File: src/hdl/bpc_pkg.sv
`default_nettype none

package bpc_pkg;

   localparam int MUL_A_W = 25;
   localparam int MUL_B_W = 32;
   localparam int PROD_W  = MUL_A_W + MUL_B_W;
   localparam int ACC_W   = 60;
   localparam int CSR_W   = 24;

   localparam int UP_SHIFT   = 23;
   localparam int FILT_SHIFT = 16;
   localparam int VEL_SHIFT  = 24;

   localparam logic signed [MUL_A_W-1:0] COEF_OLD = 25'sd45875;
   localparam logic signed [MUL_A_W-1:0] COEF_NEW = 25'sd19661;

   typedef enum logic [2:0] {
      CSR_UPRIGHT_KP     = 3'd0,
      CSR_UPRIGHT_KD     = 3'd1,
      CSR_BALANCE_CENTER = 3'd2,
      CSR_VELOCITY_KP    = 3'd3,
      CSR_VELOCITY_KI    = 3'd4,
      CSR_INTEGRAL_LIMIT = 3'd5,
      CSR_TILT_LIMIT     = 3'd6
   } csr_type;

   typedef enum logic [3:0] {
      ST_IDLE,
      ST_KP,
      ST_KD,
      ST_FOLD,
      ST_FNEW,
      ST_FSUM,
      ST_FDIV,
      ST_VKP,
      ST_VKI,
      ST_VSUM,
      ST_VDIV,
      ST_DONE
   } state_type;

   // signed shift right with rounding toward zero
   function automatic logic signed [ACC_W-1:0] trunc_shift(
      input logic signed [ACC_W-1:0] x,
      input int unsigned             sh
   );
      logic signed [ACC_W-1:0] bias;
      logic signed [ACC_W-1:0] sum;
      bias = x[ACC_W-1] ? ((ACC_W'(1) << sh) - ACC_W'(1)) : '0;
      sum  = x + bias;
      return sum >>> sh;
   endfunction

endpackage

`default_nettype wire

File: src/hdl/balance_pd_pi_controller.sv
`default_nettype none

// Balance controller: upright PD term plus velocity PI term on a low-pass filtered
// wheel speed, sharing one 25x32 multiplier and one accumulator. A request is
// accepted only while idle and then steps through KP, KD, FOLD, FNEW, FSUM, FDIV,
// VKP, VKI, VSUM, VDIV and DONE; the next request is taken only after DONE has
// passed its result on. The six products go through the shared multiplier with
// accumulate and round steps in between. A finished result waits in the output
// register while the next request runs; the block holds its last step until that
// result is taken. Configuration registers are written through csr_we/csr_addr/
// csr_wdata; the user must write them only while idle, the block does not enforce it.
// motors_off reports the tilt cutoff; left and right drive are always equal.
module balance_pd_pi_controller (
   input  wire logic                        clock,
   input  wire logic                        reset,
   input  wire logic                        req_valid,
   output logic                             req_ready,
   input  wire logic signed [15:0]          req_pitch_angle,
   input  wire logic signed [15:0]          req_pitch_rate,
   input  wire logic signed [11:0]          req_left_speed,
   input  wire logic signed [11:0]          req_right_speed,
   output logic                             rsp_valid,
   input  wire logic                        rsp_ready,
   output logic signed [15:0]               rsp_left_drive,
   output logic signed [15:0]               rsp_right_drive,
   output logic                             rsp_motors_off,
   input  wire logic                        csr_we,
   input  wire logic [2:0]                  csr_addr,
   input  wire logic [bpc_pkg::CSR_W-1:0]   csr_wdata
);

   bpc_pkg::state_type state_ff, state_in;

   logic signed [23:0] kp_ff, kd_ff, vkp_ff, vki_ff;
   logic signed [15:0] center_ff;
   logic [15:0]        ilim_ff;
   logic [14:0]        tilt_ff;

   logic signed [16:0] perr_ff, perr_in;
   logic signed [15:0] rate_ff, rate_in;
   logic signed [16:0] spd_ff, spd_in;
   logic [16:0]        apitch_ff, apitch_in;

   logic signed [bpc_pkg::MUL_A_W-1:0] mul_a;
   logic signed [bpc_pkg::MUL_B_W-1:0] mul_b;
   logic signed [bpc_pkg::PROD_W-1:0]  prod_ff, prod_in;
   logic signed [bpc_pkg::ACC_W-1:0]   acc_ff, acc_in;

   logic signed [25:0] up_ff, up_in;
   logic signed [33:0] vel_ff, vel_in;
   logic signed [31:0] filt_ff, filt_in;
   logic signed [31:0] integ_ff, integ_in;

   logic signed [32:0] lim_s;
   logic signed [32:0] integ_sum;
   logic signed [34:0] total;
   logic signed [15:0] drive_sat;
   logic               tilt_off, tilt_clear;

   logic               rsp_valid_ff, rsp_valid_in;
   logic signed [15:0] drive_ff, drive_in;
   logic               off_ff, off_in;

   logic signed [12:0] wsum;

   assign lim_s      = {9'b0, ilim_ff, 8'b0};
   assign integ_sum  = 33'(integ_ff) + 33'(filt_ff);
   assign total      = 35'(up_ff) + 35'(vel_ff);
   assign tilt_off   = apitch_ff >= {2'b0, tilt_ff};
   assign tilt_clear = apitch_ff > {2'b0, tilt_ff};
   assign wsum       = 13'(req_left_speed) + 13'(req_right_speed);

   always_comb begin
      if (total > 35'sd32767) begin
         drive_sat = 16'sh7fff;
      end else if (total < -35'sd32768) begin
         drive_sat = -16'sh8000;
      end else begin
         drive_sat = 16'(total);
      end
   end

   // shared multiplier operand select
   always_comb begin
      mul_a = '0;
      mul_b = '0;
      unique case (state_ff)
         bpc_pkg::ST_KP: begin
            mul_a = 25'(kp_ff);
            mul_b = 32'(perr_ff);
         end
         bpc_pkg::ST_KD: begin
            mul_a = 25'(kd_ff);
            mul_b = {{9{rate_ff[15]}}, rate_ff, 7'b0};
         end
         bpc_pkg::ST_FOLD: begin
            mul_a = bpc_pkg::COEF_OLD;
            mul_b = filt_ff;
         end
         bpc_pkg::ST_FNEW: begin
            mul_a = bpc_pkg::COEF_NEW;
            mul_b = {{7{spd_ff[16]}}, spd_ff, 8'b0};
         end
         bpc_pkg::ST_VKP: begin
            mul_a = 25'(vkp_ff);
            mul_b = filt_ff;
         end
         bpc_pkg::ST_VKI: begin
            mul_a = 25'(vki_ff);
            mul_b = integ_ff;
         end
         default: begin
            mul_a = '0;
            mul_b = '0;
         end
      endcase
   end

   assign prod_in = bpc_pkg::PROD_W'(mul_a * mul_b);

   always_comb begin
      state_in     = state_ff;
      acc_in       = acc_ff;
      up_in        = up_ff;
      vel_in       = vel_ff;
      filt_in      = filt_ff;
      integ_in     = integ_ff;
      perr_in      = perr_ff;
      rate_in      = rate_ff;
      spd_in       = spd_ff;
      apitch_in    = apitch_ff;
      drive_in     = drive_ff;
      off_in       = off_ff;
      rsp_valid_in = rsp_valid_ff && !rsp_ready;
      unique case (state_ff)
         bpc_pkg::ST_IDLE: begin
            if (req_valid) begin
               perr_in   = 17'(req_pitch_angle) - 17'(center_ff);
               rate_in   = req_pitch_rate;
               spd_in    = (17'(wsum) <<< 3) + (17'(wsum) <<< 1);
               apitch_in = req_pitch_angle[15] ? 17'(-17'(req_pitch_angle))
                                               : 17'(req_pitch_angle);
               state_in  = bpc_pkg::ST_KP;
            end
         end
         bpc_pkg::ST_KP: begin
            state_in = bpc_pkg::ST_KD;
         end
         bpc_pkg::ST_KD: begin
            acc_in   = bpc_pkg::ACC_W'(prod_ff);
            state_in = bpc_pkg::ST_FOLD;
         end
         bpc_pkg::ST_FOLD: begin
            acc_in   = acc_ff + bpc_pkg::ACC_W'(prod_ff);
            state_in = bpc_pkg::ST_FNEW;
         end
         bpc_pkg::ST_FNEW: begin
            up_in    = 26'(bpc_pkg::trunc_shift(acc_ff, bpc_pkg::UP_SHIFT));
            acc_in   = bpc_pkg::ACC_W'(prod_ff);
            state_in = bpc_pkg::ST_FSUM;
         end
         bpc_pkg::ST_FSUM: begin
            acc_in   = acc_ff + bpc_pkg::ACC_W'(prod_ff);
            state_in = bpc_pkg::ST_FDIV;
         end
         bpc_pkg::ST_FDIV: begin
            filt_in  = 32'(bpc_pkg::trunc_shift(acc_ff, bpc_pkg::FILT_SHIFT));
            state_in = bpc_pkg::ST_VKP;
         end
         bpc_pkg::ST_VKP: begin
            if (integ_sum > lim_s) begin
               integ_in = 32'(lim_s);
            end else if (integ_sum < -lim_s) begin
               integ_in = 32'(-lim_s);
            end else begin
               integ_in = 32'(integ_sum);
            end
            state_in = bpc_pkg::ST_VKI;
         end
         bpc_pkg::ST_VKI: begin
            acc_in   = bpc_pkg::ACC_W'(prod_ff);
            state_in = bpc_pkg::ST_VSUM;
         end
         bpc_pkg::ST_VSUM: begin
            acc_in   = acc_ff + bpc_pkg::ACC_W'(prod_ff);
            state_in = bpc_pkg::ST_VDIV;
         end
         bpc_pkg::ST_VDIV: begin
            vel_in   = 34'(bpc_pkg::trunc_shift(acc_ff, bpc_pkg::VEL_SHIFT));
            state_in = bpc_pkg::ST_DONE;
         end
         bpc_pkg::ST_DONE: begin
            if (!rsp_valid_ff || rsp_ready) begin
               drive_in     = tilt_off ? 16'sd0 : drive_sat;
               off_in       = tilt_off;
               rsp_valid_in = 1'b1;
               if (tilt_clear) begin
                  integ_in = '0;
               end
               state_in = bpc_pkg::ST_IDLE;
            end
         end
         default: begin
            state_in = bpc_pkg::ST_IDLE;
         end
      endcase
   end

   always_ff @(posedge clock) begin
      if (reset) begin
         state_ff     <= bpc_pkg::ST_IDLE;
         rsp_valid_ff <= 1'b0;
         filt_ff      <= '0;
         integ_ff     <= '0;
         kp_ff        <= 24'sd5242880;
         kd_ff        <= 24'sd26214;
         center_ff    <= -16'sd640;
         vkp_ff       <= 24'sd327680;
         vki_ff       <= 24'sd1966;
         ilim_ff      <= 16'd1200;
         tilt_ff      <= 15'd6400;
      end else begin
         state_ff     <= state_in;
         rsp_valid_ff <= rsp_valid_in;
         filt_ff      <= filt_in;
         integ_ff     <= integ_in;
         if (csr_we) begin
            unique case (csr_addr)
               bpc_pkg::CSR_UPRIGHT_KP:     kp_ff     <= csr_wdata;
               bpc_pkg::CSR_UPRIGHT_KD:     kd_ff     <= csr_wdata;
               bpc_pkg::CSR_BALANCE_CENTER: center_ff <= csr_wdata[15:0];
               bpc_pkg::CSR_VELOCITY_KP:    vkp_ff    <= csr_wdata;
               bpc_pkg::CSR_VELOCITY_KI:    vki_ff    <= csr_wdata;
               bpc_pkg::CSR_INTEGRAL_LIMIT: ilim_ff   <= csr_wdata[15:0];
               bpc_pkg::CSR_TILT_LIMIT:     tilt_ff   <= csr_wdata[14:0];
               default: begin
               end
            endcase
         end
      end
   end

   always_ff @(posedge clock) begin
      prod_ff   <= prod_in;
      acc_ff    <= acc_in;
      up_ff     <= up_in;
      vel_ff    <= vel_in;
      perr_ff   <= perr_in;
      rate_ff   <= rate_in;
      spd_ff    <= spd_in;
      apitch_ff <= apitch_in;
      drive_ff  <= drive_in;
      off_ff    <= off_in;
   end

   assign req_ready       = state_ff == bpc_pkg::ST_IDLE;
   assign rsp_valid       = rsp_valid_ff;
   assign rsp_left_drive  = drive_ff;
   assign rsp_right_drive = drive_ff;
   assign rsp_motors_off  = off_ff;

   a_start: assert property (@(posedge clock) disable iff (reset)
      req_valid && req_ready |=> state_ff == bpc_pkg::ST_KP)
      else $error("request accepted without starting the sequence");

   a_integ_clamp: assert property (@(posedge clock) disable iff (reset)
      state_ff == bpc_pkg::ST_VKI |-> (33'(integ_ff) <= lim_s) && (33'(integ_ff) >= -lim_s))
      else $error("speed integral outside its clamp");

   a_off_zero: assert property (@(posedge clock) disable iff (reset)
      rsp_valid && rsp_motors_off |-> rsp_left_drive == 16'sd0)
      else $error("drive not zero under tilt cutoff");

   a_no_overwrite: assert property (@(posedge clock) disable iff (reset)
      state_ff == bpc_pkg::ST_DONE && rsp_valid && !rsp_ready |=> state_ff == bpc_pkg::ST_DONE)
      else $error("pending response overwritten");

endmodule

`default_nettype wire
File: config.mk
export PLATFORM = sky130hd
export DESIGN_NAME = balance_pd_pi_controller
export DESIGN_NICKNAME = d
export VERILOG_FILES = /design/src/hdl/bpc_pkg.sv /design/src/hdl/balance_pd_pi_controller.sv
export SDC_FILE = /design/constraint.sdc
export NUM_CORES = 2
export LEC_CHECK = 0
export BUFFER_PORTS_ARGS = -buffer_cell sky130_fd_sc_hd__buf_2
export CAP_MARGIN = 20
export CORE_MARGIN = 4
export CORE_UTILIZATION = 29
export DETAILED_ROUTE_END_ITERATION = 6
export HOLD_SLACK_MARGIN = 0.08
export PLACE_DENSITY = 0.49
export SLEW_MARGIN = 20
export SYNTH_ARGS = -nofsm -noshare
export SYNTH_HDL_FRONTEND = slang
export SYNTH_SLANG_ARGS = --single-unit
File: constraint.sdc
create_clock -name clock -period 8.75 [get_ports clock]
set_input_delay 0.875 -clock clock [delete_from_list [all_inputs] [get_ports clock]]
set_output_delay 0.875 -clock clock [all_outputs]
set_load 0.01 [all_outputs]
==> results.sh <==
export IMPL_run_status="finished, violations left"
export IMPL_violated_checks="design-rule violations"
export IMPL_pre_cts_slack_ns=0.0128
export IMPL_place_gp_congestion=0.961
export IMPL_detailroute_via_count=47600
export IMPL_clockBufferDepth=3
export IMPL_timing_final_max_slew_violations=0
export IMPL_critPathKind="reg -> reg"
export IMPL_critPathMaxFanout=24
export IMPL_final_cell_mix="nand2_1 (1054), inv_1 (1015), fa_1 (825), nor2_1 (580), ha_1 (400)"
export IMPL_io_pins=123
export IMPL_clock_skew_ns=0.0597
export IMPL_cts_buffers_inserted=59
export IMPL_synth_edf_count=203
export IMPL_die_height_microns=454
export IMPL_power_static_leakage_nw=30.3
export IMPL_cts_htree_levels=2
export IMPL_pd_cells_mw_per_mm2=146
export IMPL_ant_nets=0
export IMPL_rsz0062_at_grt="true"
export IMPL_floorplan_die_width_microns=454
export IMPL_worstHoldPathType="in -> reg"
export IMPL_worst_path_most_repeated_cell="fa_1"
export IMPL_global_route_wire_length_before_repair_mm=315
export IMPL_routed_wirelength_mm=210
export IMPL_finish_net_count=8185
export IMPL_finalNonFillerCells=9567
export IMPL_clockPowerShare_pct=26.4
export IMPL_cp_end_kind="register"
export IMPL_number_of_global_route_vias_before_repair=48400
export IMPL_final_hpwl_from_detailed_placement_mm=172
export IMPL_cts_tree="yes"
export IMPL_synth_area_sq_mm=0.0576
export IMPL_synth_async_reset_ratio_pct=0
export IMPL_vdd_drop_max_v=0.000156
export IMPL_routed_via_density=4.97
export IMPL_remaining_drc_errors=1
export IMPL_grt_remaining_overflow=0
export IMPL_cts_sink_count=472
export IMPL_p_sw_share_pct=40.9
export IMPL_tightestPinTransition_ns=1.08
export IMPL_setup_slack_ns=0.189
export IMPL_drt_iter0_markers=3661
export IMPL_comb_power_share_pct=44.4
export IMPL_mapped_avg_cell_area_sq_um=8.68
export IMPL_detail_route_first_pass_iterations=7
export IMPL_p_sw_mw=3.95
export IMPL_internal_power_mw=5.70
export IMPL_ys_warnings_count=0
export IMPL_achievable_frequency_mhz=117
export IMPL_worstPathRequired_ns=9.33
export IMPL_dp_cells=9444
export IMPL_ys_ff_latch=472
export IMPL_power_share_of_the_sequential_group_pct=29.1
export IMPL_yosysSeqAreaShare_pct=19.9
export IMPL_grt_total_usage_pct=20.3
export IMPL_timing_critical_path_arrival_ns=9.14
export IMPL_finalSetupTns_ns=0
export IMPL_layout_area_overhead_vs_synth_pct=14.8
export IMPL_cts_hold_buffers=0
export IMPL_setup_violations_final=0
export IMPL_synth_top_flop_cell="dfxtp_1"
export IMPL_cpPeakStageDelay_ns=0.56
export IMPL_floorplan_rows=163
export IMPL_core_sq_mm=0.197
export IMPL_avgRoutedWirePerCell_microns=22.0
export IMPL_clock_pin_slew_on_the_worst_setup_and_hold_paths_ns=0.06
export IMPL_layout_drive_gt1_share_pct=9.64
export IMPL_total_power_mw=9.65
export IMPL_port_buffer_count=122
export IMPL_critPathSlowestCell="fa_1"
export IMPL_fp_dieArea_sq_mm=0.206
export IMPL_grt_start_max_net_pins=98
export IMPL_worst_slew_margin_rel_pct=28.3
export IMPL_final_period_minus_worst_setup_slack_ns=8.56
export IMPL_initial_antenna_violation_count=16
export IMPL_mappedNetlistNets=7950
export IMPL_hold_viol_final=0
export IMPL_critPathLaunchType="register"
export IMPL_syn_instance_count=6636
export IMPL_clk_latency_ns=0.71
export IMPL_cts_root_buf="clkbuf_16"
export IMPL_netlist_cell_type_count=95
export IMPL_final_min_period_over_clock_period_pct=97.8
export IMPL_max_cap_violations=0
export IMPL_num_fill_cells=20700
export IMPL_floorplan_initialDensity_pct=29.2
export IMPL_layout_cells_most_common="nand2_1"
-- synthesized netlist by cell type (all sizes together) (22+ instances only) --
master  count  share of area [%]
o21ai     203                1.8
buf        44               0.43
nand3      86               0.75
a31oi      22               0.25
o21bai     34               0.44
xnor2     185                2.8
nand4      75               0.81
xor2      104                1.6
dfxtp     269                9.4
nand3b     34               0.44
a22oi      29               0.38
ha        400                8.7
a211oi     40               0.53
a21oi     356                3.1
nor2b      44               0.48
nand2b     58               0.63
a21o      108                1.4
o21a       44               0.57
and2       33               0.36
inv      1018                6.6
and4       34               0.52
a221o      22               0.38
or3        31               0.35
clkbuf    270                1.8
and3       54               0.59
nand2    1062                6.9
fa        826                 29
nor3       74               0.66
o211ai     25               0.33
edfxtp    203                 11
nor2      585                3.8
-- logic make-up (layout without fill, tap and decap cells) --
group / after synthesis / count (layout) / share of synthesized area (%)
simple gates: 2214 / 2214 / 16.9
other cells: 1 / 6 / 0.00651
flops: 472 / 472 / 19.9
compound gates: 1093 / 1093 / 12.4
fa+ha+maj: 1226 / 1226 / 37.4
xor+xnor: 289 / 289 / 4.40
buf+inv: 1333 / 1619 / 8.84
mux: 8 / 8 / 0.148
-- state kept, by name, summed over array words and instances (netlist names) --
register and cells:
rsp_motors_off 1, filt_ff 32, perr_ff 17, tilt_ff 15
spd_ff 16, rsp_left_drive 16, vki_ff 24, acc_ff 60
up_ff 26, center_ff 16, kd_ff 24, ilim_ff 16
state_ff 4, vkp_ff 24, vel_ff 34, integ_ff 32
kp_ff 24, apitch_ff 17, rate_ff 16, rsp_valid 1
prod_ff 57
-- worst max-delay path: cells and delay by family, from the launching register on --
family | cells | cell delay, ns
buffers and inverters | 8 | 0.88
adder cells (fa/ha/maj) | 8 | 3.94
XOR/XNOR | 1 | 0.13
AND/OR/NAND/NOR | 4 | 1.23
flip-flops | 1 | 0.34
AO/OA/AOI/OAI | 9 | 1.87
-- layer usage --
layer  routed length [microns]  share of wire, %  up-vias  track usage, %
met5                        50             0.024        -               0
met4                     10300               4.9        8            8.26
met3                     12300               5.8      339            3.20
met2                     94700                45     1370            32.4
met1                     92800                44    23900            27.6
li1                          -                 -    22000               -
-- metrics by stage --
stage,utilization [%],hold WS [ns],cell area [sq um]
4_1_cts,33.4,0.290,65900
5_1_grt,33.5,0.306,66100
2_1_floorplan,-,0.431,57600
3_3_place_gp,32.4,0.440,63900
3_5_place_dp,32.4,0.444,63900
6_report,33.5,0.345,66100
-- path summary, 6_finish.rpt --
path | from | to | slack [ns] | depth (start not counted)
hold / removal | req_pitch_rate[15] | rate_ff[15] | 0.35 | 1
hold reg to reg | vkp_ff[5] | vkp_ff[5] | 0.45 | 2
setup reg to reg | state_ff[0] | prod_ff[41] | 0.19 | 30
setup / recovery | state_ff[0] | prod_ff[41] | 0.19 | 30
-- power groups by stage --
stage | sequential (mW) | combinational, mW | clock [mW]
6_report | 2.81 | 4.29 | 2.55
5_1_grt | 2.83 | 4.74 | 2.70
4_1_cts | 2.81 | 4.27 | 2.62
3_5_place_dp | 2.86 | 4.23 | 0
3_3_place_gp | 2.86 | 4.22 | 0
2_1_floorplan | 2.71 | 2.60 | 0
-- area by class of cell --
type	count	area (sq um)	area share [%]
well taps	2640	3300	5.00
inverters	1019	3820	5.79
clock buffers	81	1730	2.61
repair buffers	488	4180	6.32
clock inverters	31	308	0.466
diodes	5	12.5	0.0189
flip-flops and latches	472	11500	17.4
multi-input cells	4831	41300	62.4
-- what timing repair did --
action                     CTS  global route
setup endpoints to repair    3            22
setup buffers                0             6
pin swaps                    0             8
resized for setup            1            34
Note: power is estimated with default switching activity, not from simulation.
